$ cat config.mk
export PLATFORM = sky130hd
export DESIGN_NAME = pd_line_follower_steering
export DESIGN_NICKNAME = d
export VERILOG_FILES = /design/src/rtl/pdls_pkg.sv /design/src/rtl/pdls_div.sv /design/src/rtl/pdls_clamp.sv /design/src/rtl/pd_line_follower_steering.sv
export SDC_FILE = /design/constraint.sdc
export NUM_CORES = 2
export LEC_CHECK = 0
export BUFFER_PORTS_ARGS = -buffer_cell sky130_fd_sc_hd__buf_2
export CAP_MARGIN = 20
export CORE_ASPECT_RATIO = 0.6
export CORE_MARGIN = 4
export CORE_UTILIZATION = 45
export CTS_CLUSTER_SIZE = 10
export DETAILED_ROUTE_END_ITERATION = 10
export SLEW_MARGIN = 20
export SYNTH_ARGS = -nofsm -noshare
export SYNTH_HDL_FRONTEND = slang
export SYNTH_SLANG_ARGS = --single-unit
$ cat constraint.sdc
create_clock -name clk -period 8.65 [get_ports clk]
set_input_delay 2.1625 -clock clk [delete_from_list [all_inputs] [get_ports clk]]
set_output_delay 2.1625 -clock clk [all_outputs]
set_load 0.03 [all_outputs]
$ cat src/rtl/pdls_pkg.sv
// shared types and constants of the pd line follower steering block
package pdls_pkg;

  localparam int SPEED_W        = 12;
  localparam int GAIN_W         = 12;
  localparam int ERR_W          = 4;
  localparam int STAMP_W        = 32;
  localparam int CFG_IDX_W      = 3;
  localparam int TIME_WIDTH_DEF = 32;
  localparam int FRAC_BITS_DEF  = 16;

  // register indexes
  typedef enum logic [CFG_IDX_W-1:0] {
    REG_PROP_GAIN     = 3'd0,
    REG_DERIV_GAIN    = 3'd1,
    REG_BASE_LEFT     = 3'd2,
    REG_BASE_RIGHT    = 3'd3,
    REG_SPEED_FLOOR   = 3'd4,
    REG_SPEED_CEILING = 3'd5,
    REG_BLACK_LEVEL   = 3'd6
  } reg_idx_t;

  // operation codes
  localparam logic OP_STEP  = 1'b0;
  localparam logic OP_CLEAR = 1'b1;

  // line error codes
  localparam logic signed [ERR_W-1:0] ERR_CENTER   = 4'sd0;
  localparam logic signed [ERR_W-1:0] ERR_LEFT     = 4'sd1;
  localparam logic signed [ERR_W-1:0] ERR_RIGHT    = -4'sd1;
  localparam logic signed [ERR_W-1:0] ERR_LOST_POS = 4'sd5;
  localparam logic signed [ERR_W-1:0] ERR_LOST_NEG = -4'sd5;

  typedef struct packed {
    logic               operation;
    logic               left_sensor;
    logic               right_sensor;
    logic [STAMP_W-1:0] now_us;
  } cmd_t;

  typedef struct packed {
    logic [SPEED_W-1:0]      left_speed;
    logic [SPEED_W-1:0]      right_speed;
    logic signed [ERR_W-1:0] line_error;
  } res_t;

endpackage

$ cat src/rtl/pdls_div.sv
// restoring divider, one quotient bit per cycle
module pdls_div #(
  parameter int NUM_W = 20,
  parameter int DEN_W = 32
) (
  input  logic             clk,
  input  logic             rst,
  input  logic             start,
  input  logic [NUM_W-1:0] num,
  input  logic [DEN_W-1:0] den,
  output logic             done,
  output logic [NUM_W-1:0] quot
);
  localparam int CNT_W = $clog2(NUM_W + 1);

  logic             busy;
  logic [CNT_W-1:0] cnt;
  logic [DEN_W-1:0] rem;
  logic [DEN_W-1:0] den_q;
  logic [NUM_W-1:0] num_sh;
  logic [DEN_W:0]   trial;
  logic [DEN_W:0]   trial_sub;
  logic             fits;

  // shared compare and subtract
  assign trial     = {rem, num_sh[NUM_W-1]};
  assign trial_sub = trial - {1'b0, den_q};
  assign fits      = trial >= {1'b0, den_q};

  // iteration control and datapath
  always_ff @(posedge clk) begin
    if (rst) begin
      busy <= 1'b0;
      done <= 1'b0;
      cnt  <= '0;
    end else begin
      done <= 1'b0;
      if (start) begin
        busy   <= 1'b1;
        cnt    <= CNT_W'(NUM_W);
        rem    <= '0;
        den_q  <= den;
        num_sh <= num;
      end else if (busy) begin
        rem    <= fits ? trial_sub[DEN_W-1:0] : trial[DEN_W-1:0];
        quot   <= {quot[NUM_W-2:0], fits};
        num_sh <= {num_sh[NUM_W-2:0], 1'b0};
        cnt    <= cnt - CNT_W'(1);
        if (cnt == CNT_W'(1)) begin
          busy <= 1'b0;
          done <= 1'b1;
        end
      end
    end
  end
endmodule

$ cat src/rtl/pdls_clamp.sv
// truncate a fixed-point speed toward zero and clamp it
module pdls_clamp #(
  parameter int FRAC_BITS = 16
) (
  input  logic signed [FRAC_BITS+17:0]  sum,
  input  logic [pdls_pkg::SPEED_W-1:0]  floor_lim,
  input  logic [pdls_pkg::SPEED_W-1:0]  ceil_lim,
  output logic [pdls_pkg::SPEED_W-1:0]  speed
);
  import pdls_pkg::*;

  localparam int SUM_W = FRAC_BITS + 18;
  localparam int INT_W = SUM_W - FRAC_BITS;

  logic [SUM_W-1:0]        mag;
  logic [INT_W-1:0]        int_mag;
  logic signed [INT_W-1:0] int_val;
  logic signed [INT_W-1:0] floor_s;
  logic signed [INT_W-1:0] ceil_s;

  // magnitude shift gives truncation toward zero
  always_comb begin
    mag     = sum[SUM_W-1] ? SUM_W'(-sum) : SUM_W'(sum);
    int_mag = INT_W'(mag >> FRAC_BITS);
    int_val = sum[SUM_W-1] ? $signed(-int_mag) : $signed(int_mag);
    floor_s = $signed({{(INT_W-SPEED_W){1'b0}}, floor_lim});
    ceil_s  = $signed({{(INT_W-SPEED_W){1'b0}}, ceil_lim});
  end

  // floor is tested before ceiling
  always_comb begin
    if (int_val < floor_s) begin
      speed = floor_lim;
    end else if (int_val > ceil_s) begin
      speed = ceil_lim;
    end else begin
      speed = int_val[SPEED_W-1:0];
    end
  end
endmodule

$ cat src/rtl/pd_line_follower_steering.sv
// pd line follower steering: top level with sequencer and shared multiplier
// sequence after a step cmd transfer: S_DIV when the error changes (the divider makes one
// quotient bit per cycle), then S_MULP, S_MULD, S_LEFT, S_RIGHT; a clear runs S_LEFT, S_RIGHT
// one cmd at a time: cmd stalls until the result is registered
// reset: synchronous, clears history, sequencer and result valid; gains reload defaults
module pd_line_follower_steering #(
  parameter int TIME_WIDTH = pdls_pkg::TIME_WIDTH_DEF,
  parameter int FRAC_BITS  = pdls_pkg::FRAC_BITS_DEF
) (
  input  logic                            clk,
  input  logic                            rst,
  input  logic                            cmd_valid,
  output logic                            cmd_stall,
  input  pdls_pkg::cmd_t                  cmd,
  output logic                            res_valid,
  input  logic                            res_stall,
  output pdls_pkg::res_t                  res,
  input  logic                            cfg_write,
  input  logic [pdls_pkg::CFG_IDX_W-1:0]  cfg_index,
  input  logic [pdls_pkg::GAIN_W-1:0]     cfg_data
);
  import pdls_pkg::*;

  localparam int NUM_W = FRAC_BITS + 4;
  localparam int DRV_W = NUM_W + 1;
  localparam int SUM_W = FRAC_BITS + 18;

  typedef enum logic [2:0] {
    S_IDLE, S_DIV, S_MULP, S_MULD, S_LEFT, S_RIGHT
  } state_t;

  state_t state;

  // configuration
  logic [GAIN_W-1:0]  prop_gain;
  logic [GAIN_W-1:0]  deriv_gain;
  logic [SPEED_W-1:0] base_left;
  logic [SPEED_W-1:0] base_right;
  logic [SPEED_W-1:0] speed_floor;
  logic [SPEED_W-1:0] speed_ceiling;
  logic               black_level;

  // history and working registers
  logic signed [ERR_W-1:0] prev_error;
  logic [TIME_WIDTH-1:0]   prev_time;
  logic signed [ERR_W-1:0] err;
  logic                    diff_neg;
  logic signed [DRV_W-1:0] deriv;
  logic signed [SUM_W-1:0] acc;
  logic [SPEED_W-1:0]      left_q;

  logic                    cmd_acc;
  logic                    lb;
  logic                    rb;
  logic signed [ERR_W-1:0] err_new;
  logic signed [ERR_W:0]   diff;
  logic [ERR_W-1:0]        diff_mag;
  logic [TIME_WIDTH-1:0]   now_t;
  logic [TIME_WIDTH-1:0]   dt;
  logic [TIME_WIDTH-1:0]   den;
  logic [NUM_W-1:0]        num;
  logic                    div_start;
  logic                    div_done;
  logic [NUM_W-1:0]        quot;

  logic signed [DRV_W-1:0] mul_a;
  logic [GAIN_W-1:0]       mul_b;
  logic signed [SUM_W-1:0] prod;
  logic [SPEED_W-1:0]      base_sel;
  logic signed [SUM_W-1:0] base_q;
  logic signed [SUM_W-1:0] sum;
  logic [SPEED_W-1:0]      speed;

  assign cmd_stall = rst || (state != S_IDLE);
  assign cmd_acc   = cmd_valid && !cmd_stall;

  // line error from the sensor pair
  always_comb begin
    lb = (cmd.left_sensor == black_level);
    rb = (cmd.right_sensor == black_level);
    if (lb && rb) begin
      err_new = ERR_CENTER;
    end else if (lb) begin
      err_new = ERR_LEFT;
    end else if (rb) begin
      err_new = ERR_RIGHT;
    end else begin
      err_new = (prev_error > ERR_CENTER) ? ERR_LOST_POS : ERR_LOST_NEG;
    end
  end

  // divider operands: error change over time gap
  always_comb begin
    diff     = {err_new[ERR_W-1], err_new} - {prev_error[ERR_W-1], prev_error};
    diff_mag = diff[ERR_W] ? ERR_W'(-diff) : ERR_W'(diff);
    now_t    = TIME_WIDTH'(cmd.now_us);
    dt       = now_t - prev_time;
    den      = (dt == '0) ? TIME_WIDTH'(1) : dt;
    num      = {diff_mag, {FRAC_BITS{1'b0}}};
  end

  assign div_start = cmd_acc && (cmd.operation == OP_STEP) && (err_new != prev_error);

  pdls_div #(
    .NUM_W(NUM_W),
    .DEN_W(TIME_WIDTH)
  ) u_div (
    .clk  (clk),
    .rst  (rst),
    .start(div_start),
    .num  (num),
    .den  (den),
    .done (div_done),
    .quot (quot)
  );

  // shared multiplier: proportional then derivative term
  always_comb begin
    if (state == S_MULP) begin
      mul_a = {{(DRV_W-ERR_W){err[ERR_W-1]}}, err};
      mul_b = prop_gain;
    end else begin
      mul_a = deriv;
      mul_b = deriv_gain;
    end
    prod = mul_a * $signed({1'b0, mul_b});
  end

  // shared steering adder, left then right
  always_comb begin
    base_sel = (state == S_LEFT) ? base_left : base_right;
    base_q   = $signed(SUM_W'({base_sel, {FRAC_BITS{1'b0}}}));
    sum      = (state == S_LEFT) ? base_q - acc : base_q + acc;
  end

  pdls_clamp #(
    .FRAC_BITS(FRAC_BITS)
  ) u_clamp (
    .sum      (sum),
    .floor_lim(speed_floor),
    .ceil_lim (speed_ceiling),
    .speed    (speed)
  );

  // sequencer, configuration and result register
  always_ff @(posedge clk) begin
    if (rst) begin
      state         <= S_IDLE;
      res_valid     <= 1'b0;
      prev_error    <= ERR_CENTER;
      prev_time     <= '0;
      prop_gain     <= '0;
      deriv_gain    <= '0;
      base_left     <= '0;
      base_right    <= '0;
      speed_floor   <= '0;
      speed_ceiling <= {SPEED_W{1'b1}};
      black_level   <= 1'b1;
    end else begin
      if (cfg_write) begin
        case (cfg_index)
          REG_PROP_GAIN:     prop_gain     <= cfg_data;
          REG_DERIV_GAIN:    deriv_gain    <= cfg_data;
          REG_BASE_LEFT:     base_left     <= cfg_data;
          REG_BASE_RIGHT:    base_right    <= cfg_data;
          REG_SPEED_FLOOR:   speed_floor   <= cfg_data;
          REG_SPEED_CEILING: speed_ceiling <= cfg_data;
          REG_BLACK_LEVEL:   black_level   <= cfg_data[0];
          default: ;
        endcase
      end

      // result transfer frees the output register unless a new result lands
      if (res_valid && !res_stall && (state != S_RIGHT)) begin
        res_valid <= 1'b0;
      end

      case (state)
        S_IDLE: begin
          if (cmd_acc) begin
            if (cmd.operation == OP_CLEAR) begin
              prev_error <= ERR_CENTER;
              err        <= ERR_CENTER;
              acc        <= '0;
              state      <= S_LEFT;
            end else begin
              err        <= err_new;
              prev_error <= err_new;
              prev_time  <= now_t;
              diff_neg   <= diff[ERR_W];
              deriv      <= '0;
              state      <= div_start ? S_DIV : S_MULP;
            end
          end
        end
        S_DIV: begin
          if (div_done) begin
            deriv <= diff_neg ? -$signed({1'b0, quot}) : $signed({1'b0, quot});
            state <= S_MULP;
          end
        end
        S_MULP: begin
          acc   <= prod <<< FRAC_BITS;
          state <= S_MULD;
        end
        S_MULD: begin
          acc   <= acc + prod;
          state <= S_LEFT;
        end
        S_LEFT: begin
          left_q <= speed;
          state  <= S_RIGHT;
        end
        S_RIGHT: begin
          if (!res_valid || !res_stall) begin
            res.left_speed  <= left_q;
            res.right_speed <= speed;
            res.line_error  <= err;
            res_valid       <= 1'b1;
            state           <= S_IDLE;
          end
        end
        default: state <= S_IDLE;
      endcase
    end
  end
endmodule

; Word-level counts from Yosys, hierarchy flattened
; Index checks and enable logic that the tools add are counted.
[op_classes]
muxes = 41
magnitude_cmp = 4
multipliers = 1
addsub = 11
n_reduce_logical = 39
n_bitwise = 4
n_eq_ne = 21
[op_table]
columns = op, count
row1 = two-way mux 34 bit, 4
row2 = two-way mux 21 bit, 5
row3 = case mux 34 bit (3 select lines), 1
row4 = two-way mux 32 bit, 2
row5 = subtractor 32 bit, 2
row6 = two-way mux 12 bit, 4
row7 = case mux 21 bit (2 select lines), 1
row8 = two-way mux 20 bit, 2
row9 = adder 29 x 34 -> 34 bit, 1
row10 = adder 34 bit, 1
row11 = multiplier 21 x 13 -> 34 bit, 1
row12 = negation 34 bit, 1
row13 = subtractor 29 x 34 -> 34 bit, 1
row14 = greater-or-equal comparator 33 x 32 -> 1 bit, 1
row15 = zero test 32 bit, 1
row16 = two-way mux 4 bit, 6
row17 = AND reduction 2 bit, 11
row18 = negation 20 -> 21 bit, 1
row19 = greater-than comparator 18 x 13 -> 1 bit, 1
row20 = less-than comparator 18 x 13 -> 1 bit, 1
row21 = two-way mux 18 bit, 1
row22 = negation 18 bit, 1
row23 = case mux 3 bit (6 select lines), 1
row24 = "equality test 3 bit, second input constant", 5
row25 = other kinds (28), 65
[totals]
register_bits = 323
word_cells = 149
out_inout_bits = 30
in_bits = 55

; Longest topological paths before layout
[depth]
ltp_word = 11
mapped_depth = 44

; Modules after synthesis
; From an unflattened synthesis, not the netlist that was laid out.
[hier_totals]
hier_cells = 3514
area_unflattened_um2 = 30453.0
[by_module_without_submodules]
columns = mod, area_per_inst_um2, cells_each, n_inst
row1 = pd_line_follower_steering, 22634.2, 2760, 1
row2 = pdls_div, 6083.3, 521, 1
row3 = pdls_clamp, 1735.4, 233, 1

; Least setup slack after synthesis
; OpenSTA, ideal clock, no wires.
[synth_path]
kind = reg2reg
start = reg state[1]
end = reg acc[33] (data pin)
required_time_ps = 8383
setup_slack_ps = -661
path_stages_with_launch = 39
t_arrival_ps = 9044
cell_sequence = dfxtp_1 -> buf_2 -> nor2b_1 -> nor2b_1 -> clkbuf_1 -> buf_1 -> mux2i_1 -> clkbuf_1 -> nor2_1 -> fa_1 -> inv_1 -> fa_1 -> inv_1 -> fa_1 -> inv_1 -> fa_1 -> fa_1 -> inv_1 -> [3 not listed] -> nand2_1 -> a31oi_1 -> o311a_1 -> a2111oi_0 -> nor3_1 -> xnor2_1 -> ha_1 -> or3_1 -> nand4b_1 -> a311oi_1 -> o21ai_0 -> a21o_1 -> a21oi_1 -> o21ai_0 -> nand3_1 -> nand2_1 -> xnor2_1 -> o21ai_0
[synth_between]
elab_chain_len = 5
elab_cells_between_ends = 8
cone_classes = add/sub (1) / mul (1) / eq/ne (2) / mux (3) / reduce/logical (1)
[synth_lines]
columns = item, line_no
row1 = start: declaration, pd_line_follower_steering.sv:32  ; state_t state;
row2 = start signal: assignment, pd_line_follower_steering.sv:192  ; state <= div_start ? S_DIV : S_MULP;
row3 = equality test 3 x 2 -> 1 bit, "pd_line_follower_steering.sv:119, pd_line_follower_steering.sv:178"
row4 = two-way mux 21 bit / two-way mux 12 bit (equally long branches), pd_line_follower_steering.sv:119  ; if (state == S_MULP) begin
row5 = multiplier 21 x 13 -> 34 bit, pd_line_follower_steering.sv:126  ; prod = mul_a * $signed({1'b0, mul_b});
row6 = adder 34 bit, pd_line_follower_steering.sv:207  ; acc <= acc + prod;
row7 = case mux 34 bit (3 select lines) (*), pd_line_follower_steering.sv:178  ; case (state)
row8 = end signal: assignment, pd_line_follower_steering.sv:203  ; acc <= prod <<< FRAC_BITS;
row9 = end signal: assignment, pd_line_follower_steering.sv:207
row10 = end: declaration, pd_line_follower_steering.sv:49  ; logic signed [SUM_W-1:0] acc;
; Every way passes the cells marked *; elsewhere a longest branch is shown, timed or not.
; A chain may end at the register's enable or synchronous reset.

; Final worst setup path
; Same ends and word-level chain as after synthesis.

==> impl_metrics.ini <==
[outcome]
status = finished clean

[detailed_routing]
drtIter0Drc = 2447
viasPerCell = 5.362
wire_per_inst_um = 17.87
drtPass1Iterations = 5
antenna_left = 0
vias = 24460
drc_errors = 0
finalWirelength_um = 81520

[yosys]
synth_top_area_share_pct = 18.72
syn_area_um2 = 29840
synth_top_cell_by_area = edfxtp_1
ys_warn_count = 0
ys_ff_latch = 305
syn_nets = 4046
yosysUniqueCellTypes = 97
synth-seq-area-share_pct = 26.70
ys_async_sr_fraction_pct = 0
yosysMostFrequentCell = nand2_1
synth_edf_count = 186
synthTopCellsByCount = nand2_1, inv_1, nor2_1
synthTopCellsByArea = edfxtp_1, fa_1, ha_1
syn_area_per_cell_um2 = 8.468
synthFlopType = edfxtp_1
synthCells = 3524

[clock_network]
clk_pin_slew_ps = 70
ctsHtreeMaxLevel = 2
cts_buffer_depth = 3
cts_tree = built
root_buffer = clkbuf_16
cts.sinks = 305
cts_inserted_buffers = 37
clock_latency_ps = 550

[critical_path]
startpoint_type = register
critPathArrivalTime_ps = 8600
slowest_stage = fa_1
worstSetupPathType = register to register
worstPathRequired_ps = 8930
cp-end-kind = register
r2r-end = acc[33]$_DFFE_PP_
cp_common_cell = fa_1
reg2reg_depth = 36
cp_slowest_stage_delay_ps = 520
r2r-start = state[1]$_SDFFE_PP0P_
r2r_slack_ps = 330
crit_fanout = 9

[flow_run]
maxCapViolCount = 0

[timing]
setup_slack_ps = 331.9
fin_skew_ps = 24.08
min_period_ps = 8318
slew_headroom_pct = 35.50
finalSetupViolations = 0
slew_violations = 0
hold_viol_final = 0
finalCritPeriodShare_pct = 96.16
rsz0062_at_grt = true
fmax_mhz = 120.2
worst_slew_pin_slew_ps = 963.2

[placed_design]
hpwl_um = 66200
dpl-instance-area_um2 = 31850
gp_congestion = 0.9245
portBuffers = 84
post-place-ws_ps = -72.57

[cells_and_area]
n_antenna_cell = 0
final_area_um2 = 33240
synthToLayoutAreaGrowth_pct = 11.37
final_nets = 4169
drive_above_1_share_pct = 9.583

[die]
io_pins = 85
die_x_um = 340.5
core_um2 = 65040
start_util_pct = 45.88
fp-row-count = 72
die_y_um = 207.5
die_area_um2 = 70640

[hold_path]
hold_start = left_q[10]$_DFFE_PP_
holdPathStages = 0
hold_class = register to register
min_to = res[26]$_DFFE_PP_

[grt]
grt_use_total_pct = 22.67
gr-total-overflow = 0
antenna_found_initial = 1
grt_pass1_wl_um = 129700
grt_pass1_vias = 22600
grt_max_degree = 86

[power]
cellPowerDensity_nw_per_um2 = 145.9
power_leakage_nw = 14.53
vdd_ir_drop_max_mv = 0.1419
-- flip-flops by register name, summed over array words and instances (netlist names), 20 cells and up --
name         cells
u_div.rem       32
u_div.den_q     32
u_div.quot      20
prev_time       32
acc             34
res             27
deriv           21
-- how the worst max path moves through the flow --
stage                                      from           endpoint  slack (ps)  depth (start not counted)
after CTS                 state[1]$_SDFFE_PP0P_  acc[33]$_DFFE_PP_          30                         36
final                     state[1]$_SDFFE_PP0P_  acc[33]$_DFFE_PP_         330                         36
after floorplan           state[1]$_SDFFE_PP0P_  acc[33]$_DFFE_PP_          10                         40
after global routing      state[1]$_SDFFE_PP0P_  acc[33]$_DFFE_PP_         -70                         36
after global placement    state[1]$_SDFFE_PP0P_  acc[33]$_DFFE_PP_         170                         34
after detailed placement  state[1]$_SDFFE_PP0P_  acc[33]$_DFFE_PP_         -70                         34
-- repair_timing --
| action | 4_1_cts | 5_1_grt |
|---|---|---|
| pin swaps | 0 | 14 |
| setup endpoints to repair | 1 | 32 |
| gates resized for setup | 4 | 56 |
| hold buffers | 0 | 0 |
| buffers inserted | 0 | 5 |
| endpoints found under the hold margin | 0 | 0 |
| gates cloned | 0 | 0 |
-- critical path: cells and delay by family (launching register included) --
family / cells / cell delay, ps
compound gates: 11 / 2260
xor+xnor: 2 / 300
fa+ha+maj: 7 / 3040
buf+inv: 6 / 540
flops: 1 / 320
mux: 1 / 220
simple gates: 9 / 1370
-- cell families after synthesis --
logic type / synth area share (%)
xor gates and xnor gates: 4.813
and+or+nand+nor: 20.01
buffers and inverters: 7.564
AOI/OAI and AO/OA: 14.46
adders and majority gates: 25.44
muxes: 1.015
DFF: 26.70
-- report_power, final --
part | total, W | internal [W] | leakage, nW | switching [W]
Sequential | 0.00174 | 0.00166 | 2.69 | 0.0000715
Combinational | 0.00168 | 0.000657 | 11.3 | 0.00103
Clock | 0.00143 | 0.000817 | 0.514 | 0.000612
Total | 0.00485 | 0.00314 | 14.5 | 0.00171
-- layer usage --
layer  vias to the layer above  track usage, %  share of wire, %
met3                        55           5.799                10
met2                       827           27.12                34
met5                         -               0             0.015
met4                         2           2.224              0.76
met1                     11470           39.81                55
li1                      12100               -                 -
-- through the flow --
step	std cells	total power (W)	hold WS [ps]	setup TNS [ps]	util, %
finish	4561	0.004848	396.4	0	51.10
global route	4561	0.005152	398.3	-67.36	51.10
CTS	4556	0.004829	397.7	0	50.66
detailed placement	4491	0.003387	405.2	-72.57	48.97
global placement	4491	0.003385	402.1	0	48.97
floorplan	3524	0.002914	400.3	0	-
-- final cells by class --
type | count | area, um2
clock buffers | 61 | 1037
clock inverters | 4 | 35.03
fillers | 6244 | 31810
inverters | 478 | 1794
multi-input cells | 2625 | 19930
flip-flops and latches | 305 | 7969
well taps | 888 | 1111
repair buffers | 200 | 1363
-- placed cells by master, fill, tap and decap left out, types with 27 or more instances in the layout --
master	instances
a21o_1	52
a21oi_1	232
a31oi_1	27
buf_2	83
buf_4	108
clkbuf_16	38
dfxtp_1	118
edfxtp_1	186
fa_1	231
ha_1	231
inv_1	475
nand2_1	517
nand2b_1	52
nand3_1	54
nand4_1	30
nor2_1	357
nor2b_1	34
nor3_1	58
o211ai_1	29
o21ai_0	125
or3_1	32
xnor2_1	93
xor2_1	70
Note: power is estimated with default switching activity, not from simulation.
